===== config.mk =====
export PLATFORM = sky130hd
export DESIGN_NAME = filtered_temperature_statistics
export DESIGN_NICKNAME = d
export VERILOG_FILES = /design/src/hdl/fts_pkg.sv /design/src/hdl/filtered_temperature_statistics.sv /design/src/hdl/fts_front.sv /design/src/hdl/fts_queue.sv /design/src/hdl/fts_accum.sv /design/src/hdl/fts_divider.sv
export VERILOG_INCLUDE_DIRS = /design/src /design/src/hdl
export SDC_FILE = /design/constraint.sdc
export NUM_CORES = 1
export LEC_CHECK = 0
export BUFFER_PORTS_ARGS = -buffer_cell sky130_fd_sc_hd__buf_2
export CAP_MARGIN = 30
export CORE_MARGIN = 2
export CORE_UTILIZATION = 36
export DETAILED_ROUTE_END_ITERATION = 12
export GPL_ROUTABILITY_DRIVEN = 0
export SLEW_MARGIN = 20
export SYNTH_ARGS = -nofsm -noshare
export SYNTH_HDL_FRONTEND = slang
export SYNTH_SLANG_ARGS = --single-unit

===== constraint.sdc =====
create_clock -name clock -period 6.6 [get_ports clock]
set_clock_uncertainty 0.05 [all_clocks]
set_input_delay 0.33 -clock clock [delete_from_list [all_inputs] [get_ports clock]]
set_output_delay 0.33 -clock clock [all_outputs]
set_load 0.02 [all_outputs]

===== src/hdl/assert_macros.svh =====
// Assertion macros shared by the filtered temperature statistics RTL.
// No dependencies; included by the modules that carry assertions.
`ifndef ASSERT_MACROS_SVH
`define ASSERT_MACROS_SVH

// The property must hold at every rising clock edge outside reset.
`define ASSERT_ALWAYS(label, clk, rst, prop, msg) \
   label: assert property (@(posedge clk) disable iff (rst) (prop)) else $error(msg);

// The condition must never be seen at a rising clock edge outside reset.
`define ASSERT_NEVER(label, clk, rst, cond, msg) \
   label: assert property (@(posedge clk) disable iff (rst) !(cond)) else $error(msg);

`endif


===== src/hdl/fts_pkg.sv =====
// Package for the filtered temperature statistics block: field widths,
// register indexes, the queue item and result types, and the divider states.
// No dependencies.
package fts_pkg;

   localparam int YEAR_W      = 14;
   localparam int MONTH_W     = 4;
   localparam int TEMP_W      = 8;
   localparam int COUNT_OUT_W = 17;
   localparam int CSR_IDX_W   = 2;
   localparam int CSR_DATA_W  = 14;

   localparam logic [CSR_IDX_W-1:0] CSR_TARGET_YEAR  = 2'd0;
   localparam logic [CSR_IDX_W-1:0] CSR_TARGET_MONTH = 2'd1;
   localparam logic [CSR_IDX_W-1:0] CSR_MONTH_MODE   = 2'd2;

   localparam logic [MONTH_W-1:0] TARGET_MONTH_RESET = 4'd1;

   // A classified record as it travels from the front to the back.
   typedef struct packed {
      logic                     matched;
      logic signed [TEMP_W-1:0] temp;
      logic                     last;
   } item_type;

   typedef struct packed {
      logic                      found;
      logic signed [TEMP_W-1:0]  min_temp;
      logic signed [TEMP_W-1:0]  max_temp;
      logic signed [TEMP_W-1:0]  avg_temp;
      logic [COUNT_OUT_W-1:0]    match_count;
   } result_type;

   typedef enum logic [1:0] {
      DIV_IDLE,
      DIV_RUN,
      DIV_DONE
   } div_state_type;

endpackage


===== src/hdl/filtered_temperature_statistics.sv =====
// Top level of the filtered temperature statistics block.
// Depends on fts_pkg, fts_front, fts_queue, fts_accum and fts_divider.
//
// Records enter one per cycle through a four-entry queue while it is not full;
// the back part takes one record per cycle, but a marked record waits there
// while the divider is busy. On a marked record the back hands the totals to
// a restoring divider that makes one quotient bit per cycle and then loads
// the result register. When no record was kept the division is skipped and
// the divider goes straight from idle to its done state. Unmarked records of
// the next data set keep flowing meanwhile; a further marked record waits
// until the divider is free. One finished result is held on the rsp_ ports
// until it is popped.
module filtered_temperature_statistics #(
   parameter int MAX_RECORDS = 65536
) (
   input  logic                                clock,
   input  logic                                reset,
   input  logic                                csr_we,
   input  logic [fts_pkg::CSR_IDX_W-1:0]       csr_index,
   input  logic [fts_pkg::CSR_DATA_W-1:0]      csr_wdata,
   input  logic                                push,
   output logic                                full,
   input  logic [fts_pkg::YEAR_W-1:0]          req_rec_year,
   input  logic [fts_pkg::MONTH_W-1:0]         req_rec_month,
   input  logic signed [fts_pkg::TEMP_W-1:0]   req_sample_temp,
   input  logic                                req_last_record,
   output logic                                empty,
   input  logic                                pop,
   output logic                                rsp_found,
   output logic signed [fts_pkg::TEMP_W-1:0]   rsp_min_temp,
   output logic signed [fts_pkg::TEMP_W-1:0]   rsp_max_temp,
   output logic signed [fts_pkg::TEMP_W-1:0]   rsp_avg_temp,
   output logic [fts_pkg::COUNT_OUT_W-1:0]     rsp_match_count
);

   localparam int CNT_W       = $clog2(MAX_RECORDS + 1);
   localparam int SUM_W       = CNT_W + fts_pkg::TEMP_W;
   localparam int QUEUE_DEPTH = 4;

   fts_pkg::item_type                 front_item, head_item;
   fts_pkg::result_type               result;
   logic                              head_valid, head_pop;
   logic                              div_ready, div_start, rsp_valid;
   logic signed [SUM_W-1:0]           div_sum;
   logic [CNT_W-1:0]                  div_count;
   logic signed [fts_pkg::TEMP_W-1:0] div_min, div_max;

   fts_front u_front (
      .clock           (clock),
      .reset           (reset),
      .csr_we          (csr_we),
      .csr_index       (csr_index),
      .csr_wdata       (csr_wdata),
      .req_rec_year    (req_rec_year),
      .req_rec_month   (req_rec_month),
      .req_sample_temp (req_sample_temp),
      .req_last_record (req_last_record),
      .item            (front_item)
   );

   fts_queue #(
      .DEPTH (QUEUE_DEPTH)
   ) u_queue (
      .clock      (clock),
      .reset      (reset),
      .push       (push),
      .push_item  (front_item),
      .full       (full),
      .pop        (head_pop),
      .head_valid (head_valid),
      .head_item  (head_item)
   );

   fts_accum #(
      .MAX_RECORDS (MAX_RECORDS),
      .CNT_W       (CNT_W),
      .SUM_W       (SUM_W)
   ) u_accum (
      .clock      (clock),
      .reset      (reset),
      .head_valid (head_valid),
      .head_item  (head_item),
      .head_pop   (head_pop),
      .div_ready  (div_ready),
      .div_start  (div_start),
      .div_sum    (div_sum),
      .div_count  (div_count),
      .div_min    (div_min),
      .div_max    (div_max)
   );

   fts_divider #(
      .CNT_W (CNT_W),
      .SUM_W (SUM_W)
   ) u_divider (
      .clock     (clock),
      .reset     (reset),
      .start     (div_start),
      .ready     (div_ready),
      .sum_in    (div_sum),
      .count_in  (div_count),
      .min_in    (div_min),
      .max_in    (div_max),
      .rsp_pop   (pop),
      .rsp_valid (rsp_valid),
      .rsp_data  (result)
   );

   assign empty           = !rsp_valid;
   assign rsp_found       = result.found;
   assign rsp_min_temp    = result.min_temp;
   assign rsp_max_temp    = result.max_temp;
   assign rsp_avg_temp    = result.avg_temp;
   assign rsp_match_count = result.match_count;

endmodule


===== src/hdl/fts_front.sv =====
// Front part: configuration registers and classification of each request.
// Depends on fts_pkg.
module fts_front (
   input  logic                                clock,
   input  logic                                reset,
   input  logic                                csr_we,
   input  logic [fts_pkg::CSR_IDX_W-1:0]       csr_index,
   input  logic [fts_pkg::CSR_DATA_W-1:0]      csr_wdata,
   input  logic [fts_pkg::YEAR_W-1:0]          req_rec_year,
   input  logic [fts_pkg::MONTH_W-1:0]         req_rec_month,
   input  logic signed [fts_pkg::TEMP_W-1:0]   req_sample_temp,
   input  logic                                req_last_record,
   output fts_pkg::item_type                   item
);

   logic [fts_pkg::YEAR_W-1:0]  target_year_ff,  target_year_in;
   logic [fts_pkg::MONTH_W-1:0] target_month_ff, target_month_in;
   logic                        month_mode_ff,   month_mode_in;

   always_comb begin
      target_year_in  = target_year_ff;
      target_month_in = target_month_ff;
      month_mode_in   = month_mode_ff;
      if (csr_we) begin
         unique case (csr_index)
            fts_pkg::CSR_TARGET_YEAR:  target_year_in  = csr_wdata[fts_pkg::YEAR_W-1:0];
            fts_pkg::CSR_TARGET_MONTH: target_month_in = csr_wdata[fts_pkg::MONTH_W-1:0];
            fts_pkg::CSR_MONTH_MODE:   month_mode_in   = csr_wdata[0];
            default: ;
         endcase
      end
   end

   always_ff @(posedge clock) begin
      if (reset) begin
         target_year_ff  <= '0;
         target_month_ff <= fts_pkg::TARGET_MONTH_RESET;
         month_mode_ff   <= 1'b0;
      end else begin
         target_year_ff  <= target_year_in;
         target_month_ff <= target_month_in;
         month_mode_ff   <= month_mode_in;
      end
   end

   always_comb begin
      item.matched = (req_rec_year == target_year_ff) &&
                     (!month_mode_ff || (req_rec_month == target_month_ff));
      item.temp    = req_sample_temp;
      item.last    = req_last_record;
   end

endmodule


===== src/hdl/fts_queue.sv =====
// Short queue of classified records between the front and the back part.
// Depends on fts_pkg and assert_macros.svh.
`include "assert_macros.svh"
module fts_queue #(
   parameter int DEPTH = 4
) (
   input  logic              clock,
   input  logic              reset,
   input  logic              push,
   input  fts_pkg::item_type push_item,
   output logic              full,
   input  logic              pop,
   output logic              head_valid,
   output fts_pkg::item_type head_item
);

   localparam int PTR_W = (DEPTH > 1) ? $clog2(DEPTH) : 1;
   localparam int CNT_W = $clog2(DEPTH + 1);

   fts_pkg::item_type  slot_ff [DEPTH];
   logic [PTR_W-1:0]   wr_ptr_ff, wr_ptr_in;
   logic [PTR_W-1:0]   rd_ptr_ff, rd_ptr_in;
   logic [CNT_W-1:0]   cnt_ff,    cnt_in;
   logic               do_push, do_pop;

   assign full       = (cnt_ff == CNT_W'(DEPTH));
   assign head_valid = (cnt_ff != '0);
   assign head_item  = slot_ff[rd_ptr_ff];
   assign do_push    = push && !full;
   assign do_pop     = pop && head_valid;

   always_comb begin
      wr_ptr_in = wr_ptr_ff;
      rd_ptr_in = rd_ptr_ff;
      cnt_in    = cnt_ff;
      if (do_push) begin
         wr_ptr_in = (wr_ptr_ff == PTR_W'(DEPTH - 1)) ? '0 : wr_ptr_ff + PTR_W'(1);
      end
      if (do_pop) begin
         rd_ptr_in = (rd_ptr_ff == PTR_W'(DEPTH - 1)) ? '0 : rd_ptr_ff + PTR_W'(1);
      end
      if (do_push && !do_pop) begin
         cnt_in = cnt_ff + CNT_W'(1);
      end else if (do_pop && !do_push) begin
         cnt_in = cnt_ff - CNT_W'(1);
      end
   end

   always_ff @(posedge clock) begin
      if (reset) begin
         wr_ptr_ff <= '0;
         rd_ptr_ff <= '0;
         cnt_ff    <= '0;
      end else begin
         wr_ptr_ff <= wr_ptr_in;
         rd_ptr_ff <= rd_ptr_in;
         cnt_ff    <= cnt_in;
      end
   end

   always_ff @(posedge clock) begin
      if (do_push) begin
         slot_ff[wr_ptr_ff] <= push_item;
      end
   end

   `ASSERT_ALWAYS(a_queue_bound, clock, reset, cnt_ff <= CNT_W'(DEPTH), "queue count overflow")
   `ASSERT_ALWAYS(a_queue_push, clock, reset, (do_push && !do_pop) |=> (cnt_ff == $past(cnt_ff) + CNT_W'(1)), "accepted request not stored")
   `ASSERT_NEVER(a_queue_ptrs, clock, reset, (cnt_ff == '0) && (wr_ptr_ff != rd_ptr_ff), "empty queue with unequal pointers")

endmodule


===== src/hdl/fts_accum.sv =====
// Back part: count, sum, minimum and maximum of the kept records.
// Hands the totals of a data set to the divider on the marked record.
// Depends on fts_pkg and assert_macros.svh.
`include "assert_macros.svh"
module fts_accum #(
   parameter int MAX_RECORDS = 65536,
   parameter int CNT_W       = 17,
   parameter int SUM_W       = 25
) (
   input  logic                              clock,
   input  logic                              reset,
   input  logic                              head_valid,
   input  fts_pkg::item_type                 head_item,
   output logic                              head_pop,
   input  logic                              div_ready,
   output logic                              div_start,
   output logic signed [SUM_W-1:0]           div_sum,
   output logic [CNT_W-1:0]                  div_count,
   output logic signed [fts_pkg::TEMP_W-1:0] div_min,
   output logic signed [fts_pkg::TEMP_W-1:0] div_max
);

   logic [CNT_W-1:0]                  cnt_ff, cnt_in;
   logic signed [SUM_W-1:0]           sum_ff, sum_in;
   logic signed [fts_pkg::TEMP_W-1:0] min_ff, min_in;
   logic signed [fts_pkg::TEMP_W-1:0] max_ff, max_in;
   logic [CNT_W-1:0]                  cnt_upd;
   logic signed [SUM_W-1:0]           sum_upd;
   logic signed [fts_pkg::TEMP_W-1:0] min_upd, max_upd;
   logic                              take, keep;

   // A marked record waits here until the divider is free.
   assign take     = head_valid && (!head_item.last || div_ready);
   assign head_pop = take;
   assign keep     = head_item.matched && (cnt_ff < CNT_W'(MAX_RECORDS));

   always_comb begin
      cnt_upd = cnt_ff;
      sum_upd = sum_ff;
      min_upd = min_ff;
      max_upd = max_ff;
      if (keep) begin
         cnt_upd = cnt_ff + CNT_W'(1);
         sum_upd = sum_ff + SUM_W'(head_item.temp);
         if (cnt_ff == '0) begin
            min_upd = head_item.temp;
            max_upd = head_item.temp;
         end else begin
            if (head_item.temp < min_ff) min_upd = head_item.temp;
            if (head_item.temp > max_ff) max_upd = head_item.temp;
         end
      end
   end

   assign div_start = take && head_item.last;
   assign div_sum   = sum_upd;
   assign div_count = cnt_upd;
   assign div_min   = min_upd;
   assign div_max   = max_upd;

   always_comb begin
      cnt_in = cnt_ff;
      sum_in = sum_ff;
      min_in = min_ff;
      max_in = max_ff;
      if (take) begin
         if (head_item.last) begin
            cnt_in = '0;
            sum_in = '0;
            min_in = '0;
            max_in = '0;
         end else begin
            cnt_in = cnt_upd;
            sum_in = sum_upd;
            min_in = min_upd;
            max_in = max_upd;
         end
      end
   end

   always_ff @(posedge clock) begin
      if (reset) begin
         cnt_ff <= '0;
         sum_ff <= '0;
         min_ff <= '0;
         max_ff <= '0;
      end else begin
         cnt_ff <= cnt_in;
         sum_ff <= sum_in;
         min_ff <= min_in;
         max_ff <= max_in;
      end
   end

   `ASSERT_ALWAYS(a_accum_bound, clock, reset, cnt_ff <= CNT_W'(MAX_RECORDS), "kept count beyond limit")
   `ASSERT_ALWAYS(a_accum_start, clock, reset, div_start |-> div_ready, "divider started while busy")
   `ASSERT_ALWAYS(a_accum_order, clock, reset, (cnt_ff != '0) |-> (min_ff <= max_ff), "minimum above maximum")

endmodule


===== src/hdl/fts_divider.sv =====
// Back part: restoring divider for the average and the result register.
// One quotient bit per cycle; depends on fts_pkg and assert_macros.svh.
`include "assert_macros.svh"
module fts_divider #(
   parameter int CNT_W = 17,
   parameter int SUM_W = 25
) (
   input  logic                              clock,
   input  logic                              reset,
   input  logic                              start,
   output logic                              ready,
   input  logic signed [SUM_W-1:0]           sum_in,
   input  logic [CNT_W-1:0]                  count_in,
   input  logic signed [fts_pkg::TEMP_W-1:0] min_in,
   input  logic signed [fts_pkg::TEMP_W-1:0] max_in,
   input  logic                              rsp_pop,
   output logic                              rsp_valid,
   output fts_pkg::result_type               rsp_data
);

   localparam int MAG_W  = SUM_W - 1;
   localparam int STEP_W = $clog2(MAG_W);
   localparam int TW     = fts_pkg::TEMP_W;

   fts_pkg::div_state_type   state_ff, state_in;
   logic [MAG_W-1:0]         quo_ff, quo_in;
   logic [CNT_W-1:0]         rem_ff, rem_in;
   logic [CNT_W-1:0]         div_ff, div_in;
   logic                     neg_ff, neg_in;
   logic signed [TW-1:0]     min_ff, min_in_r;
   logic signed [TW-1:0]     max_ff, max_in_r;
   logic [STEP_W-1:0]        step_ff, step_in;
   logic                     out_valid_ff, out_valid_in;
   fts_pkg::result_type      out_ff, out_in;

   logic [CNT_W:0]           rem_shift, rem_diff;
   logic                     fits;
   logic [MAG_W-1:0]         abs_sum;
   logic [TW-1:0]            quo_low;
   logic                     found;

   assign rem_shift = {rem_ff, quo_ff[MAG_W-1]};
   assign fits      = (rem_shift >= {1'b0, div_ff});
   assign rem_diff  = rem_shift - {1'b0, div_ff};
   assign abs_sum   = sum_in[SUM_W-1] ? MAG_W'(-sum_in) : MAG_W'(sum_in);
   assign quo_low   = quo_ff[TW-1:0];
   assign found     = (div_ff != '0);

   always_comb begin
      state_in     = state_ff;
      quo_in       = quo_ff;
      rem_in       = rem_ff;
      div_in       = div_ff;
      neg_in       = neg_ff;
      min_in_r     = min_ff;
      max_in_r     = max_ff;
      step_in      = step_ff;
      out_in       = out_ff;
      out_valid_in = out_valid_ff && !rsp_pop;
      ready        = 1'b0;
      unique case (state_ff)
         fts_pkg::DIV_IDLE: begin
            ready = 1'b1;
            if (start) begin
               quo_in   = abs_sum;
               rem_in   = '0;
               div_in   = count_in;
               neg_in   = sum_in[SUM_W-1];
               min_in_r = min_in;
               max_in_r = max_in;
               step_in  = STEP_W'(MAG_W - 1);
               // With nothing kept all totals are zero, so the division is skipped.
               state_in = (count_in == '0) ? fts_pkg::DIV_DONE : fts_pkg::DIV_RUN;
            end
         end
         fts_pkg::DIV_RUN: begin
            rem_in = fits ? rem_diff[CNT_W-1:0] : rem_shift[CNT_W-1:0];
            quo_in = {quo_ff[MAG_W-2:0], fits};
            if (step_ff == '0) begin
               state_in = fts_pkg::DIV_DONE;
            end else begin
               step_in = step_ff - STEP_W'(1);
            end
         end
         fts_pkg::DIV_DONE: begin
            if (!out_valid_ff || rsp_pop) begin
               out_in.found       = found;
               out_in.min_temp    = min_ff;
               out_in.max_temp    = max_ff;
               out_in.avg_temp    = neg_ff ? TW'(~quo_low + TW'(1)) : quo_low;
               out_in.match_count = fts_pkg::COUNT_OUT_W'(div_ff);
               out_valid_in       = 1'b1;
               state_in           = fts_pkg::DIV_IDLE;
            end
         end
         default: state_in = fts_pkg::DIV_IDLE;
      endcase
   end

   always_ff @(posedge clock) begin
      if (reset) begin
         state_ff     <= fts_pkg::DIV_IDLE;
         out_valid_ff <= 1'b0;
         step_ff      <= '0;
      end else begin
         state_ff     <= state_in;
         out_valid_ff <= out_valid_in;
         step_ff      <= step_in;
      end
   end

   always_ff @(posedge clock) begin
      quo_ff <= quo_in;
      rem_ff <= rem_in;
      div_ff <= div_in;
      neg_ff <= neg_in;
      min_ff <= min_in_r;
      max_ff <= max_in_r;
      out_ff <= out_in;
   end

   assign rsp_valid = out_valid_ff;
   assign rsp_data  = out_ff;

   `ASSERT_ALWAYS(a_div_nonzero, clock, reset, (state_ff == fts_pkg::DIV_RUN) |-> (div_ff != '0), "division by zero count")
   `ASSERT_ALWAYS(a_div_hold, clock, reset, (out_valid_ff && !rsp_pop) |=> (out_valid_ff && $stable(out_ff)), "waiting result overwritten")
   `ASSERT_ALWAYS(a_div_rem, clock, reset, (state_ff == fts_pkg::DIV_RUN) |-> (rem_ff < div_ff), "remainder not below divisor")

endmodule

# Word level (Yosys, flattened, before mapping)
# Memories as Yosys holds them, arrays and structs flattened. A register that Yosys moved wholly into a read port is not among the register bits.
# Index checks and enable logic that the tools add are counted.
# W data, S select, Z words.
# totals
mem_count	1
word_cells	127
out_inout_bits	44
register_bits	209
ramBits	40
# classes
add_sub_neg	10
eq_ne	13
n_reduce_logical	36
n_bitwise	1
n_mux	38
n_lt_le_gt_ge	4
# mem_list
memory	depth	width	read_ports	rd_ports_with_merged_regs	wr	line_no	source
u_queue.slot_ff	4	10	1	1	1	fts_queue.sv:20	fts_pkg::item_type slot_ff [DEPTH];
# ops
cell	n
$mux W8	9
$mux W17	4
$mux W25	2
$mux W24	2
$pmux W24 S2	1
$logic_not A17 Y1	2
$pmux W17 S2	1
$add A25 B8 Y25	1
$neg A24 Y24	1
$ge A18 B17 Y1	1
$add A17 B1 Y17 const B	1
$lt A17 B17 Y1 const B	1
$reduce_bool A17 Y1	1
$sub A17 B17 Y17	1
$mux W2	8
$eq A14 B14 Y1	1
$reduce_and A2 Y1	6
$mux W5	2
$pmux W5 S2	1
$logic_and A1 B1 Y1	9
$add A8 B1 Y8 const B	1
$eq A2 B2 Y1 const B	4
$gt A8 B8 Y1	1
$lt A8 B8 Y1	1
20 further kinds	40

# Longest topological paths before layout
# depth
depth_word	8
mapped_depth	17

# Cells and area by module
# From an unflattened synthesis, not the netlist that was laid out.
# unflattened
hier_cells	1312
hier_area_um2	13535.5
# by_module_without_submodules
module	cells_each	seq_area_each_um2	area_each_um2	instances
fts_divider	479	3673.5	5952.0	1
fts_accum	616	1161.1	4662.0	1
fts_queue	102	1381.3	1955.6	1
fts_front	114	380.4	962.2	1
filtered_temperature_statistics	1	0.0	3.8	1

# Least setup slack after synthesis
# OpenSTA, ideal clock, no wires.
# synth_path
kind	register to register
from	register (tool-made name)
to	register u_divider.quo_ff[12], data pin
arrival_time_ps	4509
path_slack_ps	1785
stages_incl_launch_ff	17
cell_sequence	dfxtp_1 -> buf_6 -> mux4_1 -> ha_1 -> clkbuf_1 -> o21a_1 -> o31ai_1 -> o2bb2ai_1 -> a21oi_1 -> a311o_1 -> o31ai_1 -> mux2i_1 -> xor2_1 -> clkbuf_1 -> clkbuf_1 -> o211ai_1 -> o211a_1
# synth_rtl
item	line_no	source
end signal: assignment	fts_divider.sv:113	quo_ff <= quo_in;
end: declaration	fts_divider.sv:26	logic [MAG_W-1:0] quo_ff, quo_in;

==> out/qor.yml <==
worstMarginPinSlew_ns: 0.884
yosysTopAreaCell: "edfxtp_1"
worstPathCellList: "buf_4, mux4_1, ha_1, a211oi_1, nor2_1, a311oi_2, a21oi_1, a311o_1, o31ai_1, mux2i_1, xor2_1, inv_1, or2_2, a31oi_1"
areaGrowthSynthToFinish_pct: 15.4
row_count: 71
final_common_cell: "edfxtp_1"
worstHoldStart: "pop"
grt_max_degree: 88
start_util_pct: 36.6
finalCritPeriodShare_pct: 89.9
rsz0062_at_grt: "false"
vias: 10678
post_cts_resized: 0
portBuffers: 91
leakagePower_nw: 6.14
yosysWarnings: 0
setup_tns_ns: 0
tritoncts: "built"
synth_ff_type: "edfxtp_1"
h-tree-depth: 1
cp-start-kind: "flip-flop"
drcViolationCount: 0
vdd_drop_max_mv: 0.331
slowest_delay_ns: 0.71
fin_crit_ns: 5.93
synthArstFlopShare_pct: 0
avgRoutedWirePerCell_um: 16.2
required_ns: 6.94
dieHeight_um: 200
pwr-share-seq_pct: 30.5
end_kind: "flip-flop"
ios: 92
grt_overflow: 0
holdWs_ns: 0.139
slew_headroom_pct: 40.3
avgViaCountPerCell: 5.30
crit_type: "reg2reg"
cts.path.max_buffers: 3
hold_viol: 0
synth_nets: 1501
fmax_mhz: 169
min_path_type: "in2reg"
synth-seq-cells: 251
yosysSeqAreaShare_pct: 47.9
stdcell_count: 2013
clk_latency_ns: 0.54
dpl.cell_count: 1940
syn_avg_cell_area_um2: 9.96
setup-violations-final: 0
run_status: "completed"
worstPathArrival_ns: 6.27
antenna_left: 0
yosysTopAreaCellShare_pct: 34.2
slew_violations: 0
critical-path-slowest-cell: "mux4_1"
core-area_mm2: 0.0377
antenna_cells: 0
crit_family: "compound AO/OA/AOI/OAI gates"
drtIter0Drc: 639
grt_pass1_wl_um: 53500
grt_usage_pct: 16.7
place_hpwl_um: 22700
cts-root-buf: "clkbuf_16"
path_buf_inv: 2
drive_gt1_share_pct: 13.1
final_cell_mix: "157 x edfxtp_1, 142 x nor2_1, 132 x nand2_1"
synth_enable_flop_cells: 157
p_switching_mw: 3.78
switching_share_pct: 43.1
synth_area_mm2: 0.0138
p_int_mw: 4.99
clock_power_share_pct: 16.9
nNetsFinal: 1601
cts_buffers: 26
netlist_top_cells_area: "edfxtp_1 34%, dfxtp_1 14%, ha_1 6.2%"
synth.distinct_cells: 76
antenna_found_initial: 0
final_core_util_pct: 42.2
clk_pin_slew_ns: 0.06
powerDensity_mw_per_mm2: 552
dr.pass1.iters: 7
grt_pass1_vias: 10273
dieArea_mm2: 0.0398
die_x_um: 200
cp_max_fo: 27
synthCells: 1382
routed_wl_um: 32700
comb_power_share_pct: 52.6
clock_sinks: 251
cap_violations: 0
[power by group through the flow]
stage | Clock [mW] | Combinational [mW] | Sequential, mW
final | 1.49 | 4.62 | 2.67
after global routing | 1.58 | 5.16 | 2.73
after CTS | 1.53 | 4.61 | 2.68
after detailed placement | 0 | 4.58 | 2.71
after global placement | 0 | 4.48 | 2.69
after floorplan | 0 | 3.38 | 2.67
[timing repair]
| item | in CTS | in global routing |
|---|---|---|
| setup buffers | 0 | 0 |
| endpoints found under the hold margin | 53 | 0 |
| hold buffers | 23 | 0 |
[registers in the layout, indices dropped and copies added (netlist names), 8 cells and up, named ones only]
signal	count
u_divider.rem_ff	17
u_divider.min_ff	8
u_divider.rsp_data	42
u_accum.cnt_ff	17
u_queue.slot_ff	40
u_accum.sum_ff	25
u_accum.min_ff	8
u_divider.quo_ff	24
u_divider.div_ff	17
u_divider.max_ff	8
u_accum.max_ff	8
u_front.target_year_ff	14
[worst min-delay path, delay by kind of cell]
family                 cells  cell delay, ns
and+or+nand+nor            1            0.16
buffers and inverters      1            0.09
AOI/OAI and AO/OA          1            0.08
[synthesized netlist by cell type (5+ instances only)]
| master | instances |
|---|---|
| ha_1 | 68 |
| edfxtp_1 | 157 |
| a21boi_0 | 5 |
| a21o_1 | 11 |
| clkbuf_1 | 49 |
| a22o_1 | 8 |
| or4_1 | 5 |
| and2_1 | 8 |
| xnor2_1 | 34 |
| nor4b_1 | 5 |
| a22oi_1 | 5 |
| a31oi_1 | 22 |
| o211ai_1 | 9 |
| buf_1 | 8 |
| or3_1 | 12 |
| or2_2 | 11 |
| mux2i_1 | 31 |
| mux4_1 | 9 |
| o31ai_1 | 12 |
| a211oi_1 | 21 |
| xor2_1 | 34 |
| nor2_1 | 144 |
| inv_1 | 79 |
| nand3_1 | 44 |
| nand2b_1 | 10 |
| a21oi_1 | 92 |
| nor3b_1 | 7 |
| nor3_1 | 40 |
| dfxtp_1 | 94 |
| nor4_1 | 18 |
| a2111oi_0 | 5 |
| nand4_1 | 16 |
| nor2b_1 | 10 |
| nand2_1 | 132 |
| and4_1 | 10 |
| o21ai_0 | 40 |
| mux2_2 | 15 |
| o21a_1 | 19 |
| a211o_1 | 8 |
| and3_1 | 13 |
[final timing paths]
| kind | endpoint | slack, ns | cells after the start |
|---|---|---|---|
| worst min register to register | u_divider.rsp_data[36] | 0.37 | 0 |
| worst min-delay path | u_divider.rsp_valid | 0.14 | 3 |
| worst max register to register | u_divider.quo_ff[1] | 0.67 | 14 |
| worst max-delay path | u_divider.quo_ff[1] | 0.67 | 14 |
[metal layers]
metal  vias up  GRT usage (%)  routed length, um
li1       5279              -                  -
met4         0           3.95                696
met3        49           3.27               2050
met2       285           27.4              14900
met5         -              0                  0
met1      5065           22.5              15000
[logic make-up after synthesis]
kind of cell / after synthesis / synth area share [%]
multiplexers: 56 / 5.36
buffers and inverters: 142 / 4.14
AO/OA/AOI/OAI: 295 / 14.1
XOR/XNOR: 68 / 4.32
AND/OR/NAND/NOR: 499 / 17.5
adder cells (fa/ha/maj): 71 / 6.61
flip-flops: 251 / 47.9
[cell type report]
| cell class | instances | area [um2] |
|---|---|---|
| repair buffers | 135 | 868 |
| flip-flops and latches | 251 | 6600 |
| well taps | 511 | 639 |
| clock buffers | 28 | 679 |
| inverters | 79 | 297 |
| multi-input cells | 989 | 6630 |
| clock inverters | 20 | 183 |
| fillers | 3657 | 21800 |
[through the flow]
stage / power, mW / setup slack (ns) / cell area [um2]
2_1_floorplan: 6.05 / 1.78 / 13800
3_3_place_gp: 7.17 / 0.771 / 14800
3_5_place_dp: 7.28 / 0.646 / 14800
4_1_cts: 8.82 / 0.629 / 15900
5_1_grt: 9.48 / 0.128 / 15900
6_report: 8.78 / 0.667 / 15900
No activity file was read; power rests on OpenSTA's default activity.
